[src/mts_pkg.sv]
// Shared types and codes for the minimum-tracking stack.
// Used by the channel interfaces, the result stage and the top level.
package mts_pkg;

	// Operation codes on the request channel. The unused code behaves as a read.
	typedef logic [1:0] func_t;
	localparam func_t FUNC_PUSH = 2'd0;
	localparam func_t FUNC_POP  = 2'd1;
	localparam func_t FUNC_READ = 2'd2;

	// Completion status returned with every result.
	typedef logic [1:0] status_t;
	localparam status_t STATUS_OK        = 2'd0;
	localparam status_t STATUS_OVERFLOW  = 2'd1;
	localparam status_t STATUS_UNDERFLOW = 2'd2;

endpackage

[src/mts_if.sv]
// Valid/ready channel interfaces for the minimum-tracking stack.
// Depends on mts_pkg for the operation and status types.

interface mts_req_if #(
	parameter int VALUE_WIDTH = 32
);
	logic                          valid;
	logic                          ready;
	mts_pkg::func_t                func;
	logic signed [VALUE_WIDTH-1:0] push_value;

	modport source (output valid, output func, output push_value, input ready);
	modport sink   (input valid, input func, input push_value, output ready);
endinterface

interface mts_rsp_if #(
	parameter int VALUE_WIDTH = 32,
	parameter int COUNT_WIDTH = 7
);
	logic                          valid;
	logic                          ready;
	logic signed [VALUE_WIDTH-1:0] top_value;
	logic signed [VALUE_WIDTH-1:0] min_value;
	logic [COUNT_WIDTH-1:0]        entry_count;
	mts_pkg::status_t              status;

	modport source (output valid, output top_value, output min_value,
		output entry_count, output status, input ready);
	modport sink   (input valid, input top_value, input min_value,
		input entry_count, input status, output ready);
endinterface

[src/mts_out_stage.sv]
// Registered result stage that drives the response channel.
// Depends on mts_pkg and mts_rsp_if.
module mts_out_stage #(
	parameter int VALUE_WIDTH = 32,
	parameter int COUNT_WIDTH = 7
) (
	input  logic                          clk,
	input  logic                          arst_n,
	input  logic                          load,
	input  logic signed [VALUE_WIDTH-1:0] top_value,
	input  logic signed [VALUE_WIDTH-1:0] min_value,
	input  logic [COUNT_WIDTH-1:0]        entry_count,
	input  mts_pkg::status_t              status,
	output logic                          can_load,
	mts_rsp_if.source                     rsp
);

	logic                          valid_q;
	logic signed [VALUE_WIDTH-1:0] top_q;
	logic signed [VALUE_WIDTH-1:0] min_q;
	logic [COUNT_WIDTH-1:0]        count_q;
	mts_pkg::status_t              status_q;

	// A new result may enter when the register is empty or is being drained.
	assign can_load = !valid_q || rsp.ready;

	always_ff @(posedge clk or negedge arst_n) begin
		if (!arst_n) begin
			valid_q <= 1'b0;
		end else if (can_load) begin
			valid_q <= load;
		end
	end

	always_ff @(posedge clk) begin
		if (load && can_load) begin
			top_q    <= top_value;
			min_q    <= min_value;
			count_q  <= entry_count;
			status_q <= status;
		end
	end

	assign rsp.valid       = valid_q;
	assign rsp.top_value   = top_q;
	assign rsp.min_value   = min_q;
	assign rsp.entry_count = count_q;
	assign rsp.status      = status_q;

endmodule

[src/min_tracking_stack.sv]
// Minimum-tracking stack: push, pop and read with the current minimum reported.
// Push and read load a registered result as they are accepted; a pop that leaves
// entries behind first fetches the new top from the entry RAM and takes no request until done.
// Throughput is one item per cycle for push and read while the result stage is not stalled.
// Reset (asynchronous, active low) empties the stack and sets the minimum to the
// largest value; the entry RAM is not cleared, as only filled slots are ever read.
module min_tracking_stack #(
	parameter int DEPTH       = 64,
	parameter int VALUE_WIDTH = 32
) (
	input  logic     clk,
	input  logic     arst_n,
	mts_req_if.sink  req,
	mts_rsp_if.source rsp
);

	localparam int COUNT_WIDTH = $clog2(DEPTH + 1);
	localparam int ADDR_WIDTH  = (DEPTH > 1) ? $clog2(DEPTH) : 1;
	localparam int ENTRY_WIDTH = VALUE_WIDTH + 1;

	// Two-state controller: IDLE takes requests, FETCH waits on a RAM read
	// that supplies the new top entry after a pop.
	typedef enum logic [1:0] {
		ST_IDLE  = 2'b01,
		ST_FETCH = 2'b10
	} state_t;

	// Each RAM entry holds a marker bit above a value field. An unmarked entry
	// stores its own value. A marked entry was pushed as a new minimum: its
	// value is then the minimum register, and the field keeps the minimum that
	// was in force before, so that a pop can restore it.
	logic [ENTRY_WIDTH-1:0] mem [DEPTH];
	logic [ENTRY_WIDTH-1:0] rd_data_q;

	state_t                        state_q;
	logic [COUNT_WIDTH-1:0]        count_q;
	logic signed [VALUE_WIDTH-1:0] min_q;
	// Copy of the entry at the top of the stack, so push and read never wait
	// on the RAM. Only meaningful while the stack is not empty.
	logic [ENTRY_WIDTH-1:0]        top_entry_q;

	logic                          fire;
	logic                          can_load;
	logic                          is_empty;
	logic                          is_full;
	logic signed [VALUE_WIDTH-1:0] top_dec;
	logic signed [VALUE_WIDTH-1:0] fetch_dec;

	// Next-state and result signals from the combinational decode.
	state_t                        state_d;
	logic [COUNT_WIDTH-1:0]        count_d;
	logic signed [VALUE_WIDTH-1:0] min_d;
	logic [ENTRY_WIDTH-1:0]        top_entry_d;
	logic                          mem_we;
	logic [ADDR_WIDTH-1:0]         mem_waddr;
	logic [ENTRY_WIDTH-1:0]        mem_wdata;
	logic                          rd_en;
	logic [ADDR_WIDTH-1:0]         rd_addr;
	logic                          res_load;
	logic signed [VALUE_WIDTH-1:0] res_top;
	mts_pkg::status_t              res_status;

	assign fire     = req.valid && req.ready;
	assign is_empty = (count_q == '0);
	assign is_full  = (count_q == COUNT_WIDTH'(DEPTH));

	// Decoded top for the cached entry and for the entry just read back.
	assign top_dec   = top_entry_q[VALUE_WIDTH] ? min_q : top_entry_q[VALUE_WIDTH-1:0];
	assign fetch_dec = rd_data_q[VALUE_WIDTH] ? min_q : rd_data_q[VALUE_WIDTH-1:0];

	// Requests are taken only from IDLE, and only when the result stage can
	// absorb a result in the same cycle.
	assign req.ready = (state_q == ST_IDLE) && can_load;

	always_comb begin
		state_d     = state_q;
		count_d     = count_q;
		min_d       = min_q;
		top_entry_d = top_entry_q;
		mem_we      = 1'b0;
		mem_waddr   = count_q[ADDR_WIDTH-1:0];
		mem_wdata   = {1'b0, req.push_value};
		rd_en       = 1'b0;
		rd_addr     = ADDR_WIDTH'(count_q - COUNT_WIDTH'(2));
		res_load    = 1'b0;
		res_top     = top_dec;
		res_status  = mts_pkg::STATUS_OK;

		unique case (state_q)
			ST_IDLE: begin
				if (fire) begin
					res_load = 1'b1;
					case (req.func)
						mts_pkg::FUNC_PUSH: begin
							if (is_full) begin
								// Refused: everything stays as it was.
								res_status = mts_pkg::STATUS_OVERFLOW;
							end else begin
								mem_we  = 1'b1;
								count_d = count_q + COUNT_WIDTH'(1);
								res_top = req.push_value;
								if (!is_empty && (req.push_value < min_q)) begin
									// New minimum: remember the old one in the entry.
									mem_wdata = {1'b1, min_q};
								end
								if (is_empty || (req.push_value < min_q)) begin
									min_d = req.push_value;
								end
								top_entry_d = mem_wdata;
							end
						end
						mts_pkg::FUNC_POP: begin
							if (is_empty) begin
								res_status = mts_pkg::STATUS_UNDERFLOW;
								res_top    = '0;
							end else begin
								count_d = count_q - COUNT_WIDTH'(1);
								if (top_entry_q[VALUE_WIDTH]) begin
									min_d = top_entry_q[VALUE_WIDTH-1:0];
								end
								if (count_q == COUNT_WIDTH'(1)) begin
									// Stack becomes empty; the minimum keeps its value.
									res_top = '0;
								end else begin
									// The new top has to come from the RAM first.
									res_load = 1'b0;
									rd_en    = 1'b1;
									state_d  = ST_FETCH;
								end
							end
						end
						default: begin
							// Read, and the unused code that behaves as one.
							if (is_empty) begin
								res_status = mts_pkg::STATUS_UNDERFLOW;
								res_top    = '0;
							end
						end
					endcase
				end
			end
			ST_FETCH: begin
				// The minimum was already restored when the pop was taken.
				res_top = fetch_dec;
				if (can_load) begin
					res_load    = 1'b1;
					top_entry_d = rd_data_q;
					state_d     = ST_IDLE;
				end
			end
			default: begin
				state_d = ST_IDLE;
			end
		endcase
	end

	always_ff @(posedge clk or negedge arst_n) begin
		if (!arst_n) begin
			state_q <= ST_IDLE;
			count_q <= '0;
			min_q   <= {1'b0, {(VALUE_WIDTH-1){1'b1}}};
		end else begin
			state_q <= state_d;
			count_q <= count_d;
			min_q   <= min_d;
		end
	end

	always_ff @(posedge clk) begin
		top_entry_q <= top_entry_d;
	end

	// Entry RAM: one write port, one read port with registered data. A write
	// only happens on a push and a read only on a pop, so they never meet.
	always_ff @(posedge clk) begin
		if (mem_we) begin
			mem[mem_waddr] <= mem_wdata;
		end
	end

	always_ff @(posedge clk) begin
		if (rd_en) begin
			rd_data_q <= mem[rd_addr];
		end
	end

	mts_out_stage #(
		.VALUE_WIDTH (VALUE_WIDTH),
		.COUNT_WIDTH (COUNT_WIDTH)
	) u_out_stage (
		.clk         (clk),
		.arst_n      (arst_n),
		.load        (res_load),
		.top_value   (res_top),
		.min_value   (min_d),
		.entry_count (count_d),
		.status      (res_status),
		.can_load    (can_load),
		.rsp         (rsp)
	);

	// The fill count never passes the capacity.
	assert property (@(posedge clk) disable iff (!arst_n)
		count_q <= COUNT_WIDTH'(DEPTH))
		else $error("stack count exceeds depth");

	// The RAM is never written and read in the same cycle.
	assert property (@(posedge clk) disable iff (!arst_n)
		!(mem_we && rd_en))
		else $error("entry RAM write and read collide");

	// A pop that leaves entries behind goes to the fetch state.
	assert property (@(posedge clk) disable iff (!arst_n)
		(fire && (req.func == mts_pkg::FUNC_POP) && (count_q > COUNT_WIDTH'(1)))
		|=> (state_q == ST_FETCH))
		else $error("pop did not fetch the new top");

	// An accepted push on a stack that is not full grows it by one.
	assert property (@(posedge clk) disable iff (!arst_n)
		(fire && (req.func == mts_pkg::FUNC_PUSH) && !is_full)
		|=> (count_q == $past(count_q) + COUNT_WIDTH'(1)))
		else $error("push did not advance the count");

endmodule
[src/flat_wrapper.sv]
// flat-port wrapper written by rule: the top's interface ports become plain ports
module min_tracking_stack_flat 
#(
	parameter int DEPTH       = 64,
	parameter int VALUE_WIDTH = 32
)
  (clk, arst_n, req_valid, req_func, req_push_value, req_ready, rsp_valid, rsp_top_value, rsp_min_value, rsp_entry_count, rsp_status, rsp_ready);
  mts_req_if #(.VALUE_WIDTH(VALUE_WIDTH)) req_i ();
  mts_rsp_if #(.VALUE_WIDTH(VALUE_WIDTH)) rsp_i ();
  input  logic clk;
  input  logic arst_n;
  input wire logic [$bits(req_i.valid)-1:0] req_valid;
  input wire logic [$bits(req_i.func)-1:0] req_func;
  input wire logic [$bits(req_i.push_value)-1:0] req_push_value;
  output wire logic [$bits(req_i.ready)-1:0] req_ready;
  output wire logic [$bits(rsp_i.valid)-1:0] rsp_valid;
  output wire logic [$bits(rsp_i.top_value)-1:0] rsp_top_value;
  output wire logic [$bits(rsp_i.min_value)-1:0] rsp_min_value;
  output wire logic [$bits(rsp_i.entry_count)-1:0] rsp_entry_count;
  output wire logic [$bits(rsp_i.status)-1:0] rsp_status;
  input wire logic [$bits(rsp_i.ready)-1:0] rsp_ready;
  assign req_i.valid = req_valid;
  assign req_i.func = req_func;
  assign req_i.push_value = req_push_value;
  assign req_ready = req_i.ready;
  assign rsp_valid = rsp_i.valid;
  assign rsp_top_value = rsp_i.top_value;
  assign rsp_min_value = rsp_i.min_value;
  assign rsp_entry_count = rsp_i.entry_count;
  assign rsp_status = rsp_i.status;
  assign rsp_i.ready = rsp_ready;
  min_tracking_stack #(.DEPTH(DEPTH), .VALUE_WIDTH(VALUE_WIDTH)) u_core (.clk(clk), .arst_n(arst_n), .req(req_i), .rsp(rsp_i));
endmodule
[config.mk]
export PLATFORM = sky130hd
export DESIGN_NAME = min_tracking_stack_flat
export DESIGN_NICKNAME = d
export VERILOG_FILES = /design/src/mts_pkg.sv /design/src/mts_if.sv /design/src/mts_out_stage.sv /design/src/min_tracking_stack.sv /design/src/flat_wrapper.sv
export SDC_FILE = /design/constraint.sdc
export NUM_CORES = 2
export LEC_CHECK = 0
export CAP_MARGIN = 20
export CORE_ASPECT_RATIO = 2
export CORE_MARGIN = 3
export CORE_UTILIZATION = 45
export CTS_BUF_LIST = sky130_fd_sc_hd__clkbuf_16
export DETAILED_ROUTE_END_ITERATION = 10
export DONT_BUFFER_PORTS = 1
export PLACE_DENSITY = 0.6
export SYNTH_ARGS = -nofsm -noshare
export SYNTH_HDL_FRONTEND = slang
export SYNTH_HIERARCHICAL = 1
export SYNTH_SLANG_ARGS = --single-unit
[constraint.sdc]
create_clock -name clk -period 12.4 [get_ports clk]
set_input_delay 0 -clock clk [delete_from_list [all_inputs] [get_ports clk]]
set_output_delay 0 -clock clk [all_outputs]
set_load 0.03 [all_outputs]
==> impl_metrics.py <==
metrics = {
    "detailed_routing": {
        "ant_nets": 0,
        "drc": 0,
        "drt_iter0_markers": 4759,
        "vias_per_cell": 6.25,
        "wirelength_um": 240000,
        "first_pass_iters": 5,
        "wl_per_cell_um": 34.9,
        "num_vias": 42900,
    },
    "clock_network": {
        "ctsResizeCount": 0,
        "clkTransAtPathRegs_ns": 0.07,
        "clk_latency_ns": 0.84,
        "cts_tree": "yes",
        "cts.sinks": 2293,
        "post_cts_buffers": 0,
        "htree_num_levels": 4,
        "postCtsHoldBufs": 74,
        "clockRootBuffer": "clkbuf_16",
        "cts_buffers": 191,
        "clk_path_buf_depth": 4,
    },
    "sta": {
        "finalHoldViolations": 0,
        "min_period_ns": 5.17,
        "final_max_slew_viol_count": 0,
        "relSlewSlack_pct": 21.5,
        "layout_worst_path_cycle_share_pct": 41.7,
        "whs_ns": 0.0600,
        "rsz0062_at_grt": "false",
        "tightest_slew_ns": 1.18,
        "tns_ns": 0,
        "setup_violations": 0,
        "fmax_mhz": 194,
        "skew_ns": 0.0487,
    },
    "place": {
        "numPortBuffers": 0,
        "dp_cells": 6414,
        "place.gp.congestion": 0.896,
        "dp_hpwl_um": 133000,
    },
    "run_status": {
        "status": "finished clean",
    },
    "worst_setup_path": {
        "crit_arrival_ns": 5.59,
        "cp-start-kind": "flop",
        "cp_data_required_time_ns": 12.83,
        "r2r_cells": 10,
        "r2r_end": "u_core/mem[27][27]",
        "r2r_slack_ns": 7.23,
        "path_class": "flop to flop",
        "path_max_fanout": 43,
        "cp-end-kind": "flop",
        "r2r_start": "u_core/count_q[1]",
    },
    "grt": {
        "grt_max_degree": 114,
        "grt-ovfl-total": 0,
        "grt_usage_pct": 23.5,
        "antenna_found_initial": 5,
        "grt_pass1_wl_um": 340000,
        "grt_pass1_vias": 44500,
    },
    "layout": {
        "final_nets": 4225,
        "utilization_pct": 50.9,
        "drive_above_1_share_pct": 28.6,
        "final_common_cell": "edfxtp_1",
        "fin_cells": 6856,
        "syn2layout_area_growth_pct": 12.3,
        "final_cell_mix": "2251 x edfxtp_1, 679 x mux4_2, 196 x clkbuf_16",
    },
    "synthesis": {
        "yosys_warnings": 6,
        "synth.distinct_cells": 57,
        "synth_ff_type": "edfxtp_1",
        "synth_edf_count": 2251,
        "synth_area_um2": 89800,
        "synthCells": 3943,
        "synth_seq_area_share_pct": 76.5,
        "netlist.top_cell.by_area": "edfxtp_1",
        "synth_seq_cells": 2293,
        "synth_top_area_share_pct": 75.2,
        "async_flop_share_pct": 1.83,
        "syn_nets": 4022,
        "synth_area_leaders": "edfxtp_1 75%, mux4_2 17%, dfstp_2 0.94%, mux2i_1 0.80%, nor2_1 0.60%",
        "postSynthAreaPerCell_um2": 22.8,
    },
    "hold_path": {
        "hp-start": "req_push_value[6]",
        "min_path_cells": 2,
        "holdCritPathClass": "primary input to flop",
        "hold_path_end": "u_core/mem[34][6]",
    },
    "power": {
        "peakVddDrop_mv": 0.262,
        "power.leakage_uw": 0.0314,
        "p_per_area_nw_per_um2": 223,
    },
    "flow_run": {
        "maxCapViolations": 0,
    },
    "floorplanning": {
        "io_pins": 113,
        "dieArea_um2": 205000,
        "die_w_um": 322,
        "core_area_um2": 198000,
        "die_h_um": 638,
        "start_util_pct": 45.3,
        "rows": 231,
    },
}
worst max-delay path, stage by stage (launching register included):
cell and delay, ns:
dfrtp_4 0.87, inv_1 0.33, ha_1 0.32, or3b_1 0.22, nor3_1 0.09, a21boi_0 0.54
nand2_1 0.22, nor2_1 0.50, nand3_1 0.72, nor2_4 0.25, buf_4 0.68
final cells by class:
type | count | area (um^2)
Sequential cell | 2293 | 68700
Fill cell | 15300 | 97400
Antenna cell | 6 | 15.0
Clock inverter | 138 | 1110
Multi-Input combinational cell | 1393 | 20600
Timing Repair Buffer | 227 | 2200
Inverter | 40 | 150
Tap cell | 2563 | 3210
Clock buffer | 196 | 4900
kinds of logic (layout without fill, tap and decap cells):
group                      Yosys count  after routing  synth area share, %
and+or+nand+nor                    307            307                 1.56
DFF                               2293           2293                 76.5
other                                0              6                    0
buffers and inverters              257            601                 1.21
muxes                              794            794                 18.4
xor gates and xnor gates             5              5               0.0571
AOI/OAI and AO/OA                  246            246                 1.78
adders and majority gates           41             41                0.571
how the worst max path moves through the flow:
stage | start | end | depth (start not counted)
after detailed placement | u_core/count_q[1] | u_core/mem[31][6] | 10
after global routing | u_core/count_q[1] | u_core/mem[30][26] | 10
after CTS | u_core/count_q[1] | u_core/mem[31][25] | 10
after floorplan | u_core/count_q[1] | u_core/mem[24][0] | 13
after global placement | u_core/count_q[1] | u_core/rd_data_q[25] | 8
final | u_core/count_q[1] | u_core/mem[27][27] | 10
state kept, by name, summed over array words and instances, names as in the netlist:
name	cells
u_core/state_q	2
u_core/mem	2112
u_core/count_q	7
u_core/u_out_stage/rsp.min_value	32
u_core/u_out_stage/rsp.top_value	32
u_core/u_out_stage/rsp.entry_count	7
u_core/u_out_stage/rsp.valid	1
u_core/min_q	32
u_core/rd_data_q	33
u_core/u_out_stage/rsp.status	2
u_core/top_entry_q	33
per-stage QoR:
| stage | setup WS (ns) | power (uW) | cell area [um^2] |
|---|---|---|---|
| 3_5_place_dp | 7.28 | 16700 | 93700 |
| 2_1_floorplan | 7.55 | 14300 | 89800 |
| 3_3_place_gp | 7.39 | 16700 | 93700 |
| 4_1_cts | 7.29 | 22700 | 100000 |
| 6_report | 7.23 | 22500 | 101000 |
| 5_1_grt | 7.04 | 23300 | 101000 |
cell usage after synthesis, types with 5 or more instances:
| master | number |
|---|---|
| a211oi_1 | 14 |
| a21oi_1 | 56 |
| a221o_1 | 28 |
| a22oi_1 | 12 |
| a31oi_1 | 32 |
| and2_1 | 29 |
| buf_1 | 31 |
| buf_2 | 71 |
| buf_4 | 8 |
| clkbuf_1 | 106 |
| dfrtp_1 | 10 |
| dfstp_2 | 32 |
| edfxtp_1 | 2251 |
| ha_1 | 41 |
| inv_1 | 39 |
| mux2_1 | 29 |
| mux2_2 | 14 |
| mux2i_1 | 72 |
| mux4_2 | 679 |
| nand2_1 | 44 |
| nand2b_1 | 5 |
| nand3_1 | 43 |
| nand4_1 | 12 |
| nor2_1 | 143 |
| nor2b_1 | 12 |
| nor3_1 | 9 |
| o21ai_0 | 32 |
| o21ai_1 | 15 |
| o22ai_1 | 36 |
per-layer routing:
metal | track usage, % | wire [um] | share of wire [%] | vias up
met5 | 0 | 44 | 0.018 | -
met4 | 9.63 | 10500 | 4.4 | 6
met3 | 3.32 | 13200 | 5.5 | 454
met2 | 42.9 | 131000 | 55 | 1700
met1 | 27.6 | 84600 | 35 | 23500
li1 | - | - | - | 17200
report_power, final:
part           total (uW)  internal (uW)  switching, uW
sequential           9420           9010            411
clock                5950           3240           2710
combinational        7160           3280           3880
No activity file was read; power rests on OpenSTA's default activity.
